--- src/hdl/tws_pkg.sv ---
// Shared types and constants for the time-window temperature statistics block.
// No dependencies.
package tws_pkg;
    localparam int DEPTH_DEF     = 64;
    localparam int TEMP_BITS_DEF = 16;
    localparam int WIN_BITS      = 12;
    localparam int TIME_BITS     = 32;
    localparam logic [WIN_BITS-1:0] WINDOW_RESET = 12'd10;
    localparam int FAHR_OFFSET   = 4096;

    localparam logic [0:0] CFG_WINDOW = 1'b0;
    localparam logic [0:0] CFG_FAHR   = 1'b1;

    localparam logic KIND_SAMPLE = 1'b0;
    localparam logic KIND_TICK   = 1'b1;

    // controller -> datapath commands
    typedef struct packed {
        logic load;      // capture new input transaction
        logic exp_rd;    // read head entry for expiry check
        logic exp_drop;  // drop head entry (expired)
        logic ovf_drop;  // drop head entry (store full)
        logic push;      // write new sample
        logic scan_init; // start min/max scan at head
        logic scan_rd;   // issue scan read
        logic div_start; // start average division
        logic div_step;  // one restoring division step
        logic conv_step; // next Fahrenheit conversion step
        logic fin;       // build result
    } t_cmd;

    // datapath -> controller status
    typedef struct packed {
        logic empty;
        logic full;
        logic expired;   // head entry older than window (valid after exp_rd)
        logic is_tick;
        logic scan_last; // last entry issued
        logic div_done;
        logic conv_done;
    } t_sts;
endpackage

--- src/hdl/tws_ctrl.sv ---
// Sequencing state machine: expiry walk, push, min/max scan, divide, convert.
// Depends on tws_pkg.
module tws_ctrl (
    input  logic           i_clk,
    input  logic           i_rst_n,
    input  logic           i_in_valid,
    output logic           o_in_ready,
    output logic           o_out_valid,
    input  logic           i_out_ready,
    input  tws_pkg::t_sts  i_sts,
    output tws_pkg::t_cmd  o_cmd
);
    localparam logic [3:0] S_IDLE  = 4'd0;
    localparam logic [3:0] S_EXRD  = 4'd1;
    localparam logic [3:0] S_EXWT  = 4'd2;
    localparam logic [3:0] S_EXCHK = 4'd3;
    localparam logic [3:0] S_PUSH  = 4'd4;
    localparam logic [3:0] S_SCAN  = 4'd5;
    localparam logic [3:0] S_DRAIN = 4'd6;
    localparam logic [3:0] S_DRN2  = 4'd7;
    localparam logic [3:0] S_DIV   = 4'd8;
    localparam logic [3:0] S_CONV  = 4'd9;
    localparam logic [3:0] S_FIN   = 4'd10;
    localparam logic [3:0] S_OUT   = 4'd11;

    logic [3:0] r_state, n_state;
    logic       in_hs;

    assign o_in_ready  = (r_state == S_IDLE);
    assign o_out_valid = (r_state == S_OUT);
    assign in_hs       = i_in_valid && o_in_ready;

    // next state and commands
    always_comb begin
        n_state = r_state;
        o_cmd   = '0;
        unique case (r_state)
            S_IDLE: begin
                if (in_hs) begin
                    o_cmd.load = 1'b1;
                    n_state    = S_EXRD;
                end
            end
            S_EXRD: begin
                if (i_sts.empty) begin
                    n_state = S_PUSH;
                end else begin
                    o_cmd.exp_rd = 1'b1;
                    n_state      = S_EXWT;
                end
            end
            // keep the head address so the check sees the head entry
            S_EXWT: begin
                o_cmd.exp_rd = 1'b1;
                n_state      = S_EXCHK;
            end
            S_EXCHK: begin
                if (i_sts.expired) begin
                    o_cmd.exp_drop = 1'b1;
                    n_state        = S_EXRD;
                end else begin
                    n_state = S_PUSH;
                end
            end
            S_PUSH: begin
                if (!i_sts.is_tick) begin
                    o_cmd.push     = 1'b1;
                    o_cmd.ovf_drop = i_sts.full;
                end
                n_state = S_SCAN;
                o_cmd.scan_init = 1'b1;
            end
            S_SCAN: begin
                if (i_sts.empty) begin
                    o_cmd.div_start = 1'b1;
                    n_state         = S_DIV;
                end else begin
                    o_cmd.scan_rd = 1'b1;
                    if (i_sts.scan_last) begin
                        n_state = S_DRAIN;
                    end
                end
            end
            S_DRAIN: begin
                n_state = S_DRN2;
            end
            S_DRN2: begin
                o_cmd.div_start = 1'b1;
                n_state         = S_DIV;
            end
            S_DIV: begin
                if (i_sts.div_done) begin
                    n_state = S_CONV;
                end else begin
                    o_cmd.div_step = 1'b1;
                end
            end
            S_CONV: begin
                if (i_sts.conv_done) begin
                    n_state = S_FIN;
                end else begin
                    o_cmd.conv_step = 1'b1;
                end
            end
            S_FIN: begin
                o_cmd.fin = 1'b1;
                n_state   = S_OUT;
            end
            S_OUT: begin
                if (i_out_ready) begin
                    n_state = S_IDLE;
                end
            end
            default: n_state = S_IDLE;
        endcase
    end

    always_ff @(posedge i_clk) begin
        if (!i_rst_n) begin
            r_state <= S_IDLE;
        end else begin
            r_state <= n_state;
        end
    end
endmodule

--- config.mk ---
export PLATFORM = sky130hd
export DESIGN_NAME = tws_ctrl
export DESIGN_NICKNAME = d
export VERILOG_FILES = /design/src/hdl/tws_pkg.sv /design/src/hdl/tws_ctrl.sv
export SDC_FILE = /design/constraint.sdc
export NUM_CORES = 1
export LEC_CHECK = 0
export BUFFER_PORTS_ARGS = -buffer_cell sky130_fd_sc_hd__buf_4
export CAP_MARGIN = 20
export CORE_AREA = 2 2 39 41
export DETAILED_ROUTE_END_ITERATION = 16
export DIE_AREA = 0 0 41 43
export MAX_ROUTING_LAYER = met4
export PLACE_DENSITY = 0.66
export SETUP_SLACK_MARGIN = 0.2
export SLEW_MARGIN = 5
export SYNTH_ARGS = -nofsm -noshare
export SYNTH_HDL_FRONTEND = slang
export SYNTH_SLANG_ARGS = --single-unit
--- constraint.sdc ---
create_clock -name i_clk -period 1.4 [get_ports i_clk]
set_input_delay 0.28 -clock i_clk [delete_from_list [all_inputs] [get_ports i_clk]]
set_output_delay 0.28 -clock i_clk [all_outputs]
set_load 0.05 [all_outputs]
Yosys cells after proc, flatten, opt, wreduce, memory -nomap -nowiden
Cells that the tools add are included.
{ "word_totals": {"ff_bits": 4, "inputBits": 11, "out_inout_bits": 13, "wordCells": 45} }
{ "op_classes": {"n_reduce_logical": 3, "n_mux": 25, "n_eq_ne": 16} }
{ "ops": {"columns": ["operator", "n"], "rows": [
  ["4-bit case mux with 12 select lines", 1],
  ["4-bit two-way mux", 6],
  ["4-bit by 3-bit equality test with 1-bit output, second input constant", 4],
  ["4-bit equality test, second input constant", 4],
  ["1-bit two-way mux", 12],
  ["3-bit two-way mux", 3],
  ["4-bit by 2-bit equality test with 1-bit output, second input constant", 2],
  ["5-bit AND reduction", 1],
  ["4-bit by 1-bit equality test with 1-bit output, second input constant", 1],
  ["4-bit zero test", 1],
  ["2-bit by 1-bit != test with 1-bit output, second input constant", 2],
  ["2-bit != test, second input constant", 2],
  ["1-bit case mux with 2 select lines", 2],
  ["3-bit != test, second input constant", 1],
  ["2-bit two-way mux", 1],
  ["1-bit logical AND", 1]
]} }

Longest topological paths before layout
{ "depth": {"depth_word": 4, "ltp_mapped": 6, "depth_no_buf": 4} }

Worst setup path before layout
Ideal clock, no wire load.
{ "synth_timing": {"kind": "register to output", "startpoint": "register r_state[3]", "endpoint": "output o_cmd[7] (netlist bit)", "path_stages_with_launch": 5, "slack_ns": -1.679, "t_arrival_ns": 2.799, "n_path_buf": 2, "t_required_ns": 1.120, "cell_sequence": "dfxtp_1 -> buf_6 -> clkbuf_1 -> nor4_1 -> and2_1"} }
{ "synth_rtl": {"columns": ["element", "line_no", "rtl"], "rows": [
  ["start: declaration", "tws_ctrl.sv:26", "logic [3:0] r_state, n_state;"],
  ["start signal: assignment", "tws_ctrl.sv:122", "r_state <= n_state;"],
  ["end: declaration", "tws_ctrl.sv:11", "output tws_pkg::t_cmd o_cmd"]
]} }

==> summary.md <==
| Metric | Value |
|---|---|
| Most flops, register | `r_state` |
| Highest-count cells in the layout ignoring fill and taps | `22 x buf_4, 12 x buf_6, 6 x nand2_1, 6 x buf_8, 5 x nor4_4` |
| Root buf cell | `clkbuf_4` |
| Sequential element share of the synthesized area | `18.8%` |
| Clock Latency Late Sink | `0.23 ns` |
| Initial drt markers | `7` |
| Worst hold path type | `input port to register` |
| Avg Cell Area, Syn | `6.88 sq um` |
| Number of I/O pins | `24` |
| Die area | `1760 sq um` |
| Synth Instances | `62` |
| Slew Limit Fails | `0` |
| Worst Reg-to-Reg Cells | `6` |
| Synth area leader | `dfxtp_1` |
| Ys flop type | `dfxtp_1` |
| Biggest regs | `r_state: 4 flops` |
| Status | `finished with violations` |
| Combinational power share | `77.9%` |
| Achievable frequency | `0.621 GHz` |
| Fill count | `106` |
| Reg-to-Reg End | `r_state[3]` |
| Finished Core Util | `73.7%` |
| Lkg Pwr | `0.420 nW` |
| Final WL | `1.70 mm` |
| CP Capture Type | `output pin` |
| CP startpoint | `r_state[0]` |
| Gr ovfl total | `0` |
| 1st-pass router iterations | `3` |
| Wire per inst | `14.5 um` |
| Vias | `605` |
| Largest stage delay, worst path | `0.40 ns` |
| Inserted Clock Buffers | `3` |
| Core Area | `1380 sq um` |
| Worst endpoint required time | `1.12 ns` |
| # DRC | `0` |
| CP Launch Type | `register` |
| Worst path arrival time | `1.33 ns` |
| Clock slew at reported path FFs | `0.04 ns` |
| Worst-Margin Slew | `0.288 ns` |
| GRT Total Usage | `21.6%` |
| Port buffer count | `23` |
| Final nets | `114` |
| Internal | `0.000966 W` |
| Critical-path top delay cell | `dfxtp_4` |
| Area growth syn-to-layout | `139%` |
| Final Cycle Share | `115%` |
| Clock network fraction of total power | `7.7%` |
| CTS tree | `built` |
| CP Capture Point | `o_cmd[9]` |
| Max clock buf depth | `2` |
| RSZ-0062 raised after global routing | `true` |
| Synth area leaders | `dfxtp_1 19%, mux2i_1 9.4%, nand2_1 7.0%` |
| Global-route wire length before repair | `2.59 mm` |
| Commonest non-fill, non-tap cell in the layout | `buf_4` |
| Fin worst setup slack | `-0.211 ns` |
| Post-CTS Hold Fix Bufs | `0` |
| Hpwl dp | `1.17 mm` |
| Worst relative slew slack | `80.8%` |
| Area share of the largest cell type after synthesis | `18.8%` |
| Worst r2r src | `r_state[0]` |
| Gp weighted congestion | `0.783` |
| Peak VDD IR | `1040 uV` |
| Cell variety after synth | `26` |
| #FFs+latches synth | `4` |
| Vias/cell | `5.17` |
| Crit-path max FO | `7` |
| Failing checks | `setup timing` |
| Final Hold Vio Count | `0` |
| Final min period | `1.61 ns` |
| Sequential Power Share | `14.5%` |
| Sw frac | `46.9%` |
| Yosys warnings | `0` |
| Antenna Nets Post-Route | `0` |
| Initial antenna violation count | `0` |
| H-tree levels | `1` |
| Crit-path most repeated cell | `nor3_2` |
| Num Clock Sinks | `4` |
| Syn Nets | `73` |
| Psw | `0.000854 W` |
| Asr flop ratio synth | `0%` |
| Max Cap Violations | `0` |
| Crit-path cells | `inv_2 -> nor3_2 -> a21oi_1 -> nor3_2 -> buf_6` |
| DP Worst Slack | `-0.0305 ns` |
| Pwr Density | `1790 nW/um^2` |
| Core Rows | `14` |
| ANT cells | `0` |
| Largest net degree at the start of global routing | `9` |
| Die Height | `43 um` |
| Max reg flops | `4` |
| Synthesized area | `427 sq um` |
| Setup violators final | `16` |
| Flop-to-flop setup slack | `-0.18 ns` |
| Clock Skew | `0.000579 ns` |
| Post-synth EDFFs | `0` |
| Die X | `41 um` |
| Vias in the first global route | `627` |
| Crit path kind | `register to output pin` |
| Initial core utilization | `30.8%` |
| Ratio of cells with drive above 1 in the final layout | `71.3%` |
==> cell type report <==
type	count	area, sq um	share of cell area (%)
multi-input combinational	50	463	45.4
timing repair buffer	41	410	40.2
sequential	4	92.6	9.08
clock buffer	3	22.5	2.21
tap	16	20.0	1.96
inverter	3	11.3	1.10
==> cell usage after synthesis, types with 2 or more instances <==
library cell and instances:
nand2_1 8, nor2_1 5, a21oi_1 4, clkbuf_1 4, dfxtp_1 4, mux2i_1 4
nor3_1 4, nor4_1 4, inv_1 3, nand2b_1 3, and2_1 2, nand3b_1 2
o21ai_0 2
==> metrics by stage <==
| step | cells | instance area (sq um) | hold slack (ns) | setup TNS (ns) | total power (W) |
|---|---|---|---|---|---|
| after floorplan | 62 | 597 | 0.421 | -2.27 | 0.00102 |
| after global placement | 107 | 807 | 0.571 | -0.0119 | 0.00130 |
| after detailed placement | 107 | 807 | 0.564 | -0.0640 | 0.00132 |
| after CTS | 113 | 965 | 0.312 | -2.12 | 0.00169 |
| after global routing | 117 | 1020 | 0.339 | -3.05 | 0.00193 |
| final | 117 | 1020 | 0.330 | -2.15 | 0.00182 |
==> worst max-delay path, delay by kind of cell (launching register included) <==
| kind | cells | cell delay [ns] |
|---|---|---|
| and+or+nand+nor | 2 | 0.34 |
| AOI/OAI and AO/OA | 1 | 0.07 |
| buffers and inverters | 2 | 0.29 |
| DFF | 1 | 0.40 |
==> power by group through the flow <==
stage	sequential (W)	combinational [W]	clock (W)
6_report	0.000263	0.00142	0.000140
3_5_place_dp	0.000247	0.00107	0
5_1_grt	0.000270	0.00150	0.000158
3_3_place_gp	0.000243	0.00106	0
4_1_cts	0.000257	0.00128	0.000152
2_1_floorplan	0.000203	0.000821	0
==> layer usage <==
metal / wire [um] / track usage (%)
met4: 16 / 6.00
met5: 0 / -
met1: 659 / 24.2
met2: 972 / 37.5
met3: 52 / 3.14
==> kinds of logic after synthesis <==
logic type / after synthesis / synth area share (%)
buffers and inverters: 8 / 8.80
flip-flops: 4 / 18.8
AO/OA/AOI/OAI: 10 / 15.5
multiplexers: 4 / 9.38
AND/OR/NAND/NOR: 36 / 47.5
==> what timing repair did <==
item	CTS	global route
buffers inserted	3	4
pin swaps	8	4
endpoints found under the setup margin	17	17
resized for setup	31	7
endpoints found under the hold margin	0	0
==> worst min-delay path by stage <==
stage	startpoint	endpoint	slack, ns	cells past startpoint
after floorplan	i_rst_n	r_state[1]	0.42	2
after global routing	i_out_ready	r_state[1]	0.34	3
after global placement	i_out_ready	r_state[1]	0.57	3
final	i_out_ready	r_state[1]	0.33	3
after detailed placement	i_out_ready	r_state[1]	0.56	3
after CTS	i_out_ready	r_state[1]	0.31	3
(Power assumes the default switching activity.)
