<file path="src/hdl/tws_pkg.sv">
// Shared types and constants for the time-window temperature statistics block.
// No dependencies.
package tws_pkg;
    localparam int DEPTH_DEF     = 64;
    localparam int TEMP_BITS_DEF = 16;
    localparam int WIN_BITS      = 12;
    localparam int TIME_BITS     = 32;
    localparam logic [WIN_BITS-1:0] WINDOW_RESET = 12'd10;
    localparam int FAHR_OFFSET   = 4096;

    localparam logic [0:0] CFG_WINDOW = 1'b0;
    localparam logic [0:0] CFG_FAHR   = 1'b1;

    localparam logic KIND_SAMPLE = 1'b0;
    localparam logic KIND_TICK   = 1'b1;

    // controller -> datapath commands
    typedef struct packed {
        logic load;      // capture new input transaction
        logic exp_rd;    // read head entry for expiry check
        logic exp_drop;  // drop head entry (expired)
        logic ovf_drop;  // drop head entry (store full)
        logic push;      // write new sample
        logic scan_init; // start min/max scan at head
        logic scan_rd;   // issue scan read
        logic div_start; // start average division
        logic div_step;  // one restoring division step
        logic conv_step; // next Fahrenheit conversion step
        logic fin;       // build result
    } t_cmd;

    // datapath -> controller status
    typedef struct packed {
        logic empty;
        logic full;
        logic expired;   // head entry older than window (valid after exp_rd)
        logic is_tick;
        logic scan_last; // last entry issued
        logic div_done;
        logic conv_done;
    } t_sts;
endpackage

</file>
<file path="src/hdl/tws_ram.sv">
// Generic single-port-write, single-read RAM with registered read data.
// No dependencies.
module tws_ram #(
    parameter int WIDTH = 8,
    parameter int DEPTH = 64
) (
    input  logic                     i_clk,
    input  logic                     i_we,
    input  logic [$clog2(DEPTH)-1:0] i_waddr,
    input  logic [WIDTH-1:0]         i_wdata,
    input  logic [$clog2(DEPTH)-1:0] i_raddr,
    output logic [WIDTH-1:0]         o_rdata
);
    logic [WIDTH-1:0] r_mem [DEPTH];
    logic [WIDTH-1:0] r_rdata;

    always_ff @(posedge i_clk) begin
        if (i_we) begin
            r_mem[i_waddr] <= i_wdata;
        end
        r_rdata <= r_mem[i_raddr];
    end
    assign o_rdata = r_rdata;
endmodule

</file>
<file path="src/hdl/tws_dp.sv">
// Datapath: circular sample store, running sum, scan min/max, serial divider,
// Fahrenheit conversion. Depends on tws_pkg and tws_ram.
module tws_dp #(
    parameter int DEPTH     = tws_pkg::DEPTH_DEF,
    parameter int TEMP_BITS = tws_pkg::TEMP_BITS_DEF,
    parameter int PTR_BITS  = $clog2(DEPTH),
    parameter int CNT_BITS  = $clog2(DEPTH + 1),
    parameter int SUM_BITS  = TEMP_BITS + CNT_BITS
) (
    input  logic                        i_clk,
    input  logic                        i_rst_n,
    input  tws_pkg::t_cmd               i_cmd,
    output tws_pkg::t_sts               o_sts,
    input  logic                        i_kind,
    input  logic [31:0]                 i_time_now,
    input  logic signed [TEMP_BITS-1:0] i_sample_temp,
    input  logic [11:0]                 i_window,
    input  logic                        i_fahr,
    output logic signed [TEMP_BITS:0]   o_current_temp,
    output logic signed [TEMP_BITS:0]   o_average_temp,
    output logic signed [TEMP_BITS:0]   o_max_temp,
    output logic signed [TEMP_BITS:0]   o_min_temp,
    output logic [CNT_BITS-1:0]         o_sample_count,
    output logic                        o_overflow
);
    localparam int W = 32 + TEMP_BITS;
    localparam int OB = TEMP_BITS + 1;
    localparam int DIV_STEPS = SUM_BITS;

    // input capture
    logic                        r_kind;
    logic [31:0]                 r_now;
    logic signed [TEMP_BITS-1:0] r_temp;

    // window control state
    logic [PTR_BITS-1:0]         r_head, r_tail, r_scan;
    logic [CNT_BITS-1:0]         r_count, r_scan_left;
    logic signed [SUM_BITS-1:0]  r_sum;
    logic signed [TEMP_BITS-1:0] r_latest;
    logic                        r_ovf;

    // head entry temperature, held from the last expiry check
    logic                        r_exv;
    logic signed [TEMP_BITS-1:0] r_head_temp;

    // memory ports
    logic                        we;
    logic [PTR_BITS-1:0]         raddr;
    logic [W-1:0]                rdata;

    // scan pipeline: read issued, data valid next cycle
    logic                        r_rdv;
    logic                        r_first;
    logic signed [TEMP_BITS-1:0] r_max, r_min;

    // divider
    logic [SUM_BITS-1:0]         r_quo, r_rem;
    logic [$clog2(DIV_STEPS+1)-1:0] r_dcnt;
    logic                        r_neg;

    // conversion (four values, one per step)
    logic [2:0]                  r_cidx;
    logic signed [OB-1:0]        r_cv [4];

    assign we    = i_cmd.push;
    assign raddr = i_cmd.exp_rd ? r_head : r_scan;

    tws_ram #(.WIDTH(W), .DEPTH(DEPTH)) u_store (
        .i_clk  (i_clk),
        .i_we   (we),
        .i_waddr(r_tail),
        .i_wdata({r_now, r_temp}),
        .i_raddr(raddr),
        .o_rdata(rdata)
    );

    logic [31:0] age;
    logic signed [TEMP_BITS-1:0] rd_temp;
    assign age     = r_now - rdata[W-1:TEMP_BITS];
    assign rd_temp = rdata[TEMP_BITS-1:0];

    // status
    assign o_sts.empty     = (r_count == '0);
    assign o_sts.full      = (r_count == CNT_BITS'(DEPTH));
    assign o_sts.expired   = (age > {20'd0, i_window});
    assign o_sts.is_tick   = (r_kind == tws_pkg::KIND_TICK);
    assign o_sts.scan_last = (r_scan_left == CNT_BITS'(1));
    assign o_sts.div_done  = (r_dcnt == '0);
    assign o_sts.conv_done = (r_cidx == 3'd4);

    // divider step: restoring, magnitude
    logic [SUM_BITS-1:0] rem_sh, sub;
    logic                ge;
    assign rem_sh = {r_rem[SUM_BITS-2:0], r_quo[SUM_BITS-1]};
    assign ge     = (rem_sh >= SUM_BITS'(r_count));
    assign sub    = rem_sh - SUM_BITS'(r_count);

    // Fahrenheit of one value: floor(v*9/5)+4096 via reciprocal multiply
    logic signed [OB-1:0] cin, cout;
    logic signed [OB+4:0] p9;
    logic [OB+4:0]        pb;
    logic [OB+4:0]        q;
    logic [2*(OB+5):0]    prod;
    localparam int RECIP_SH = OB + 5 + 3;
    localparam logic [OB+5:0] RECIP = (OB+6)'(((64'd1 << RECIP_SH) + 4) / 5);
    always_comb begin
        unique case (r_cidx[1:0])
            2'd0:    cin = r_cv[0];
            2'd1:    cin = r_cv[1];
            2'd2:    cin = r_cv[2];
            default: cin = r_cv[3];
        endcase
        p9 = (OB+5)'(cin) * (OB+5)'(9);
        // bias so floor of positive value: p9 + 5*2^(OB+2) is >= 0
        pb   = (OB+5)'(p9) + (OB+5)'(64'd5 << (OB + 2));
        prod = (2*(OB+5)+1)'(pb) * (2*(OB+5)+1)'(RECIP);
        q    = (OB+5)'(prod >> RECIP_SH);
        cout = OB'(q - (OB+5)'(64'd1 << (OB + 2)) + (OB+5)'(tws_pkg::FAHR_OFFSET));
    end

    always_ff @(posedge i_clk) begin
        if (!i_rst_n) begin
            r_head   <= '0;
            r_tail   <= '0;
            r_count  <= '0;
            r_sum    <= '0;
            r_latest <= '0;
            r_rdv    <= 1'b0;
            r_exv    <= 1'b0;
            r_dcnt   <= '0;
            r_cidx   <= 3'd4;
        end else begin
            if (i_cmd.load) begin
                r_kind <= i_kind;
                r_now  <= i_time_now;
                r_temp <= i_sample_temp;
                r_ovf  <= 1'b0;
            end
            // head temperature follows each expiry read
            r_exv <= i_cmd.exp_rd;
            if (r_exv) begin
                r_head_temp <= rd_temp;
            end
            // expiry drop uses the head data just read
            if (i_cmd.exp_drop) begin
                r_sum   <= r_sum - SUM_BITS'(rd_temp);
                r_head  <= (r_head == PTR_BITS'(DEPTH - 1)) ? '0 : r_head + 1'b1;
                r_count <= r_count - 1'b1;
            end
            if (i_cmd.push) begin
                r_tail   <= (r_tail == PTR_BITS'(DEPTH - 1)) ? '0 : r_tail + 1'b1;
                r_latest <= r_temp;
                if (i_cmd.ovf_drop) begin
                    // full store: head == tail, overwrite oldest
                    r_head <= (r_head == PTR_BITS'(DEPTH - 1)) ? '0 : r_head + 1'b1;
                    r_ovf  <= 1'b1;
                    r_sum  <= r_sum + SUM_BITS'(r_temp) - SUM_BITS'(r_head_temp);
                end else begin
                    r_count <= r_count + 1'b1;
                    r_sum   <= r_sum + SUM_BITS'(r_temp);
                end
            end
            // scan
            if (i_cmd.scan_init) begin
                r_scan      <= i_cmd.ovf_drop ?
                               ((r_head == PTR_BITS'(DEPTH - 1)) ? '0 : r_head + 1'b1) : r_head;
                r_scan_left <= (i_cmd.push && !i_cmd.ovf_drop) ? r_count + 1'b1 : r_count;
                r_first     <= 1'b1;
            end
            if (i_cmd.scan_rd) begin
                r_scan      <= (r_scan == PTR_BITS'(DEPTH - 1)) ? '0 : r_scan + 1'b1;
                r_scan_left <= r_scan_left - 1'b1;
            end
            r_rdv <= i_cmd.scan_rd;
            if (r_rdv) begin
                r_first <= 1'b0;
                if (r_first || rd_temp > r_max) r_max <= rd_temp;
                if (r_first || rd_temp < r_min) r_min <= rd_temp;
            end
            // divider
            if (i_cmd.div_start) begin
                r_neg  <= r_sum[SUM_BITS-1];
                r_quo  <= r_sum[SUM_BITS-1] ? SUM_BITS'(-r_sum) : SUM_BITS'(r_sum);
                r_rem  <= '0;
                r_dcnt <= (r_count == '0) ? '0 : ($bits(r_dcnt))'(DIV_STEPS);
            end
            if (i_cmd.div_step) begin
                r_rem  <= ge ? sub : rem_sh;
                r_quo  <= {r_quo[SUM_BITS-2:0], ge};
                r_dcnt <= r_dcnt - 1'b1;
                if (r_dcnt == ($bits(r_dcnt))'(1)) begin
                    r_cidx <= 3'd0;
                end
            end
            if (i_cmd.div_start && r_count == '0) begin
                r_cidx <= 3'd0;
            end
            // load conversion inputs once division completes
            if (i_cmd.div_step && r_dcnt == ($bits(r_dcnt))'(1)) begin
                r_cv[0] <= OB'(r_latest);
                r_cv[1] <= r_neg ? -OB'({r_quo[SUM_BITS-2:0], ge})
                                 :  OB'({r_quo[SUM_BITS-2:0], ge});
                r_cv[2] <= OB'(r_max);
                r_cv[3] <= OB'(r_min);
            end
            if (i_cmd.div_start && r_count == '0) begin
                r_cv[0] <= OB'(r_latest);
                r_cv[1] <= '0;
                r_cv[2] <= '0;
                r_cv[3] <= '0;
            end
            if (i_cmd.conv_step) begin
                if (i_fahr && !(o_sts.empty && r_cidx != 3'd0)) begin
                    r_cv[r_cidx[1:0]] <= cout;
                end
                r_cidx <= r_cidx + 1'b1;
            end
        end
    end

    // result registers
    always_ff @(posedge i_clk) begin
        if (i_cmd.fin) begin
            o_current_temp <= r_cv[0];
            o_average_temp <= r_cv[1];
            o_max_temp     <= r_cv[2];
            o_min_temp     <= r_cv[3];
            o_sample_count <= r_count;
            o_overflow     <= r_ovf;
        end
    end
endmodule

</file>
<file path="config.mk">
export PLATFORM = sky130hd
export DESIGN_NAME = tws_dp
export DESIGN_NICKNAME = d
export VERILOG_FILES = /design/src/hdl/tws_pkg.sv /design/src/hdl/tws_ram.sv /design/src/hdl/tws_dp.sv
export SDC_FILE = /design/constraint.sdc
export NUM_CORES = 2
export LEC_CHECK = 0
export BUFFER_PORTS_ARGS = -buffer_cell sky130_fd_sc_hd__buf_2
export CAP_MARGIN = 20
export CORE_UTILIZATION = 50
export CTS_BUF_LIST = sky130_fd_sc_hd__clkbuf_2
export CTS_CLUSTER_SIZE = 8
export DETAILED_ROUTE_END_ITERATION = 10
export GPL_ROUTABILITY_DRIVEN = 0
export PLACE_DENSITY = 0.73
export SYNTH_ARGS = -nofsm -noshare
export SYNTH_HDL_FRONTEND = slang
export SYNTH_SLANG_ARGS = --single-unit
</file>
<file path="constraint.sdc">
create_clock -name i_clk -period 11.06 [get_ports i_clk]
set_input_delay 1.106 -clock i_clk [delete_from_list [all_inputs] [get_ports i_clk]]
set_output_delay 1.106 -clock i_clk [all_outputs]
set_load 0.01 [all_outputs]
</file>
== Word level (Yosys, flattened, before mapping) ==
Memories as Yosys holds them, arrays and structs flattened. A register that Yosys moved wholly into a read port is not among the register bits.
Index checks and enable logic that the tools add are counted.
Storage, ports and cells
  memories: 2
  word-level logic and storage cells: 149
  output and inout port bits: 83
  bits of input ports: 75
  register bits after elaboration: 302
  bits in writable memories: 3140
Cells by class
  add/subtract/negate cells: 18
  bitwise logic cells: 4
  eq/ne operators: 9
  muxes and demuxes: 54
  multiply operators: 2
  reduce and logical (&&, ||, !) cells: 28
  $lt $le $gt $ge: 4
Memory list
  u_store.r_mem: depth 64, bits a word 48, rd ports 1, clocked after memory_dff 1, write ports 1, RTL line tws_ram.sv:14  | logic [WIDTH-1:0] r_mem [DEPTH];
  r_cv: depth 4, bits a word 17, rd ports 4, clocked after memory_dff 0, write ports 5, RTL line tws_dp.sv:63  | logic signed [OB-1:0] r_cv [4];
Operators with widths (number)
  23-bit 2-to-1 mux: 6
  17-bit 2-to-1 mux: 5
  22-bit 2-to-1 mux: 3
  6-bit 2-to-1 mux: 10
  17-bit case mux with 3 select lines: 1
  23-bit by 16-bit subtractor with 23-bit output: 2
  22-bit by 23-bit multiplier with 42-bit output (second input constant): 1
  7-bit 2-to-1 mux: 6
  32-bit by 12-bit > comparator with 1-bit output: 1
  32-bit subtractor: 1
  23-bit by 16-bit adder with 23-bit output: 1
  23-bit by 7-bit greater-or-equal comparator with 1-bit output: 1
  23-bit negation: 1
  22-bit adder (second input constant): 1
  17-bit by 5-bit multiplier with 22-bit output (second input constant): 1
  22-bit by 7-bit subtractor with 22-bit output: 1
  6-bit by 1-bit adder with 6-bit output (second input constant): 3
  6-bit equality test (second input constant): 3
  17-bit by 14-bit adder with 17-bit output (second input constant): 1
  17-bit negation: 1
  17-bit by 1-bit subtractor with 17-bit output (second input constant): 1
  16-bit > comparator: 1
  16-bit < comparator: 1
  1-bit 2-to-1 mux: 16
  other kinds (23): 50

== Depth between registers and ports, before layout ==
  depth in word-level cells: 8
  mapped depth: 47
  mapped depth without buffers: 46

== By module ==
A second synthesis with hierarchy kept.
Unflattened totals
  cells, all modules: 7933
  area, all modules: 146848.3 sq um
By module, submodules not included
  tws_ram: area an instance 117117.3 sq um, instances 1, cells an instance 4970, sequential area each 93209.4 sq um
  tws_dp: area an instance 29731.0 sq um, instances 1, cells an instance 2963, sequential area each 10430.0 sq um

== Least setup slack after synthesis ==
No wires, ideal clock.
  path kind: register to register
  from: register r_cidx[0]
  to: memory r_cv[1][16] in the netlist's numbering, data pin
  arrival: 10.621 ns
  path slack: 0.170 ns
  period minus slack after synthesis: 10.890 ns
  cell stages (with the launch flop): 44
  path buffers: 2
  cell sequence: dfxtp_1 -> ha_1 -> clkbuf_1 -> buf_1 -> mux2i_1 -> ha_1 -> ha_1 -> ha_1 -> fa_1 -> a21o_1 -> a21oi_1 -> o21bai_1 -> a21o_1 -> a21oi_1 -> o21ai_0 -> o41ai_1 -> o2111ai_1 -> a21oi_1 -> [... 8 more ...] -> inv_1 -> fa_1 -> inv_1 -> fa_1 -> ha_1 -> a21oi_1 -> o21ai_1 -> or3_1 -> a211oi_2 -> nor2_1 -> o21ai_1 -> xnor2_1 -> ha_1 -> nand2_1 -> nor2_1 -> xnor2_1 -> xnor2_1 -> o22ai_1
RTL lines
  start: declaration: RTL line tws_dp.sv:62  | logic [2:0] r_cidx;
  start signal: assignment: RTL line tws_dp.sv:216  | r_cidx <= r_cidx + 1'b1;
  end: declaration: RTL line tws_dp.sv:63

==> run_summary.xml <==
<?xml version="1.0" encoding="UTF-8"?>
<metrics>
  <group name="status">
    <metric name="outcome" unit="">completed</metric>
  </group>
  <group name="synthesis">
    <metric name="synth_xor_area_share" unit="%">1.14</metric>
    <metric name="synth_top_area_cell" unit="">edfxtp_1</metric>
    <metric name="syn_inst" unit="">8598</metric>
    <metric name="yosysTopAreaCellShare" unit="%">68.3</metric>
    <metric name="dominant_combinational_cell_family_by_area_after_synthesis" unit="">multiplexers</metric>
    <metric name="syn-cell-area" unit="mm^2">0.148</metric>
    <metric name="synth-edff-count" unit="">3374</metric>
    <metric name="muxShareOfSynthArea" unit="%">12.2</metric>
    <metric name="synth_area_leaders" unit="">edfxtp_1, mux4_2, ha_1</metric>
    <metric name="synth-seq-area-share" unit="%">69.9</metric>
    <metric name="leading_register_cell_type_out_of_synthesis" unit="">edfxtp_1</metric>
    <metric name="synth.ff_latch_count" unit="">3490</metric>
    <metric name="synth_area_per_cell" unit="um^2">17.3</metric>
    <metric name="adder_and_majority_gate_portion_of_the_synthesized_area" unit="%">5.18</metric>
    <metric name="synth_compound_area_share" unit="%">3.96</metric>
    <metric name="synth.distinct_cells" unit="">80</metric>
    <metric name="synth_simple_gate_area_share" unit="%">5.48</metric>
    <metric name="synth.net_count" unit="">9198</metric>
    <metric name="yosysWarnings" unit="">0</metric>
    <metric name="synthArstFlopShare" unit="%">0</metric>
  </group>
  <group name="global_routing">
    <metric name="grt_first_pass_wirelength" unit="um">578000</metric>
    <metric name="largest_net_degree_at_the_start_of_global_routing" unit="">138</metric>
    <metric name="gr-usage-all-layers" unit="%">26.4</metric>
    <metric name="antenna_found_initial" unit="">7</metric>
    <metric name="grt_pass1_vias" unit="">88400</metric>
    <metric name="globalRoute.totalOverflow" unit="">0</metric>
  </group>
  <group name="min_path">
    <metric name="timing.hold.worst.class" unit="">in -&gt; reg</metric>
  </group>
  <group name="detailed_routing">
    <metric name="dr.pass1.iters" unit="">9</metric>
    <metric name="drc" unit="">0</metric>
    <metric name="avgViaCountPerCell" unit="">6.13</metric>
    <metric name="route.vias.total" unit="">86700</metric>
    <metric name="detail_route.wirelength" unit="um">399000</metric>
    <metric name="number_of_nets_with_antenna_violations_after_detailed_routing" unit="">0</metric>
    <metric name="detail_route.iter0.violations" unit="">11000</metric>
    <metric name="average_routed_wire_per_standard_cell" unit="um">28.2</metric>
  </group>
  <group name="layout">
    <metric name="final_common_cell" unit="">edfxtp_1</metric>
    <metric name="fillCellCount" unit="">22600</metric>
    <metric name="nets_finish" unit="">10100</metric>
    <metric name="areaGrowthSynthToFinish" unit="%">10.6</metric>
    <metric name="drive_gt1_share" unit="%">25.7</metric>
    <metric name="final_cell_mix" unit="">edfxtp_1, clkbuf_2, nand2_1, mux4_2, inv_1</metric>
  </group>
  <group name="worst_setup_path">
    <metric name="cp.arrival" unit="ns">12.01</metric>
    <metric name="worst_path_top_cell_family_by_delay" unit="">adder cells</metric>
    <metric name="path_buf_inv" unit="">8</metric>
    <metric name="timing.critical_path.slowest_cell_delay" unit="ns">0.56</metric>
    <metric name="crit_path_end_kind" unit="">flop</metric>
    <metric name="timing.critical_path.from_type" unit="">flop</metric>
    <metric name="worstSetupPathType" unit="">reg -&gt; reg</metric>
    <metric name="crit_path_top_delay_cell" unit="">fa_1</metric>
    <metric name="worstPathMaxFanout" unit="">12</metric>
    <metric name="timing.critical_path.required" unit="ns">12.44</metric>
    <metric name="crit_path_frequent_cell" unit="">fa_1</metric>
    <metric name="regToRegSetupSlack" unit="ns">0.43</metric>
  </group>
  <group name="clock_tree">
    <metric name="numClockSinks" unit="">3490</metric>
    <metric name="cts_root_buffer" unit="">clkbuf_2</metric>
    <metric name="clk_transition_reported_paths" unit="ns">0.11</metric>
    <metric name="h-tree-depth" unit="">6</metric>
    <metric name="cts_tree" unit="">yes</metric>
    <metric name="clock_insertion_delay_worst_skew" unit="ns">1.94</metric>
    <metric name="cts_inserted_buffers" unit="">812</metric>
    <metric name="cts_max_path_bufs" unit="">4</metric>
  </group>
  <group name="timing">
    <metric name="tightest_slew" unit="ns">1.20</metric>
    <metric name="fmaxAchievable" unit="GHz">0.0941</metric>
    <metric name="slew_viol_final" unit="">0</metric>
    <metric name="timing.final.ws_setup" unit="ns">0.431</metric>
    <metric name="worst_slew_margin_rel" unit="%">20.0</metric>
    <metric name="timing.final.crit_share" unit="%">96.1</metric>
    <metric name="final-setup-viol-count" unit="">0</metric>
    <metric name="hold_violations" unit="">0</metric>
    <metric name="min_period" unit="ns">10.63</metric>
    <metric name="fin_worst_skew" unit="ns">0.348</metric>
  </group>
  <group name="floorplan">
    <metric name="initial_utilization" unit="%">50.4</metric>
    <metric name="floorplan.core_area" unit="mm^2">0.295</metric>
    <metric name="std_cell_rows" unit="">199</metric>
    <metric name="die_height" unit="um">547</metric>
    <metric name="fp.dieArea" unit="mm^2">0.299</metric>
    <metric name="pin_count" unit="">158</metric>
    <metric name="chipWidth" unit="um">547</metric>
  </group>
  <group name="run">
    <metric name="drv.max_cap_violation_count" unit="">0</metric>
  </group>
  <group name="place">
    <metric name="port_buffers" unit="">157</metric>
    <metric name="setup_slack_at_placement" unit="ns">-0.115</metric>
    <metric name="hpwl" unit="um">225000</metric>
  </group>
</metrics>
path summary, 6_finish.rpt:
| path | start | to | depth (start not counted) |
|---|---|---|---|
| setup / recovery | r_cidx[1] | r_cv[0][16] | 46 |
| hold / removal | i_cmd[0] | o_average_temp[10] | 2 |
| setup reg to reg | r_cidx[1] | r_cv[0][16] | 46 |
| hold reg to reg | r_cv[0][4] | o_current_temp[4] | 0 |
per-stage QoR:
step           utilization (%)  hold WS (ns)  setup TNS, ns  cell area, um^2  cells
3_3_place_gp              52.6         0.433              0           155000  12500
6_report                  55.7         0.175              0           164000  14100
4_1_cts                   55.6      0.000547              0           164000  14100
2_1_floorplan                -         0.420              0           148000   8598
3_5_place_dp              52.7         0.440          -1.03           155000  12500
5_1_grt                   55.7         0.117       -0.00126           164000  14100
flip-flops by register name, indices dropped and copies added, names as in the netlist, 7 cells and up:
register	cells
r_latest	16
r_rem	22
o_average_temp	17
r_head_temp	16
o_sample_count	7
r_sum	23
u_store.r_mem	3072
r_now	32
r_min	16
u_store.o_rdata	48
r_scan_left	7
o_current_temp	17
r_count	7
o_min_temp	17
r_quo	23
r_cv	68
o_max_temp	17
r_temp	16
r_max	16
Yosys cell counts (13+ instances only):
library cell / count
xor2_1: 84
nor3_1: 48
buf_1: 62
a21o_1: 71
nand2_1: 978
nand4_1: 28
mux2i_1: 60
clkbuf_1: 263
and2_1: 25
o21bai_1: 18
a31oi_1: 59
nor2_1: 227
and3_1: 117
fa_1: 149
a222oi_1: 16
ha_1: 376
o22ai_1: 13
edfxtp_1: 3374
o21ai_0: 159
mux2_2: 16
nand3_1: 287
o21ai_1: 24
xnor2_1: 108
nor2b_1: 30
a311oi_1: 147
mux4_2: 768
nand2b_1: 26
a21oi_1: 190
buf_2: 86
o31ai_1: 29
o21a_1: 27
a211oi_1: 27
inv_1: 416
dfxtp_1: 116
or3_1: 31
area by class of cell:
cell class	count	area (um^2)	area share [%]
multi-input cells	4277	42300	25.8
inverters	418	1570	0.956
flip-flops and latches	3490	104000	63.1
repair buffers	532	4180	2.55
well taps	3919	4900	2.99
clock inverters	292	1540	0.936
clock buffers	1197	5990	3.65
diodes	4	10.0	0.00610
layer usage:
| layer | routed length, um | GRT usage (%) | vias up | part of all wire (%) |
|---|---|---|---|---|
| li1 | - | - | 36100 | - |
| met5 | 43 | 0 | - | 0.011 |
| met2 | 193000 | 43.4 | 5501 | 48 |
| met1 | 147000 | 34.5 | 44200 | 37 |
| met3 | 42200 | 5.24 | 831 | 11 |
| met4 | 16700 | 11.4 | 8 | 4.2 |
what timing repair did:
action / 4_1_cts / 5_1_grt
pin swaps: 4 / 35
hold buffers: 109 / 0
setup buffers: 1 / 4
resized for setup: 7 / 47
endpoints found under the hold margin: 120 / 0
cloned: 0 / 0
setup endpoints to repair: 25 / 54
worst register-to-register path: cells and delay by family, from the launching register on:
kind / cells / cell delay [ns]
adders and majority gates: 13 / 5.11
buffers and inverters: 8 / 0.78
muxes: 1 / 0.19
DFF: 1 / 0.36
xor gates and xnor gates: 4 / 0.60
AOI/OAI and AO/OA: 14 / 2.36
and+or+nand+nor: 6 / 0.89
logic make-up (layout without fill, tap and decap cells):
kind of cell	count (synthesis)	in the layout
AOI/OAI and AO/OA	873	873
xor gates and xnor gates	193	193
adders and majority gates	525	525
buffers and inverters	831	2439
DFF	3490	3490
muxes	845	845
other	0	4
and+or+nand+nor	1841	1841
Power is not shown: default switching activity piles up to over one toggle a cycle in this logic, so the estimate is an artifact.
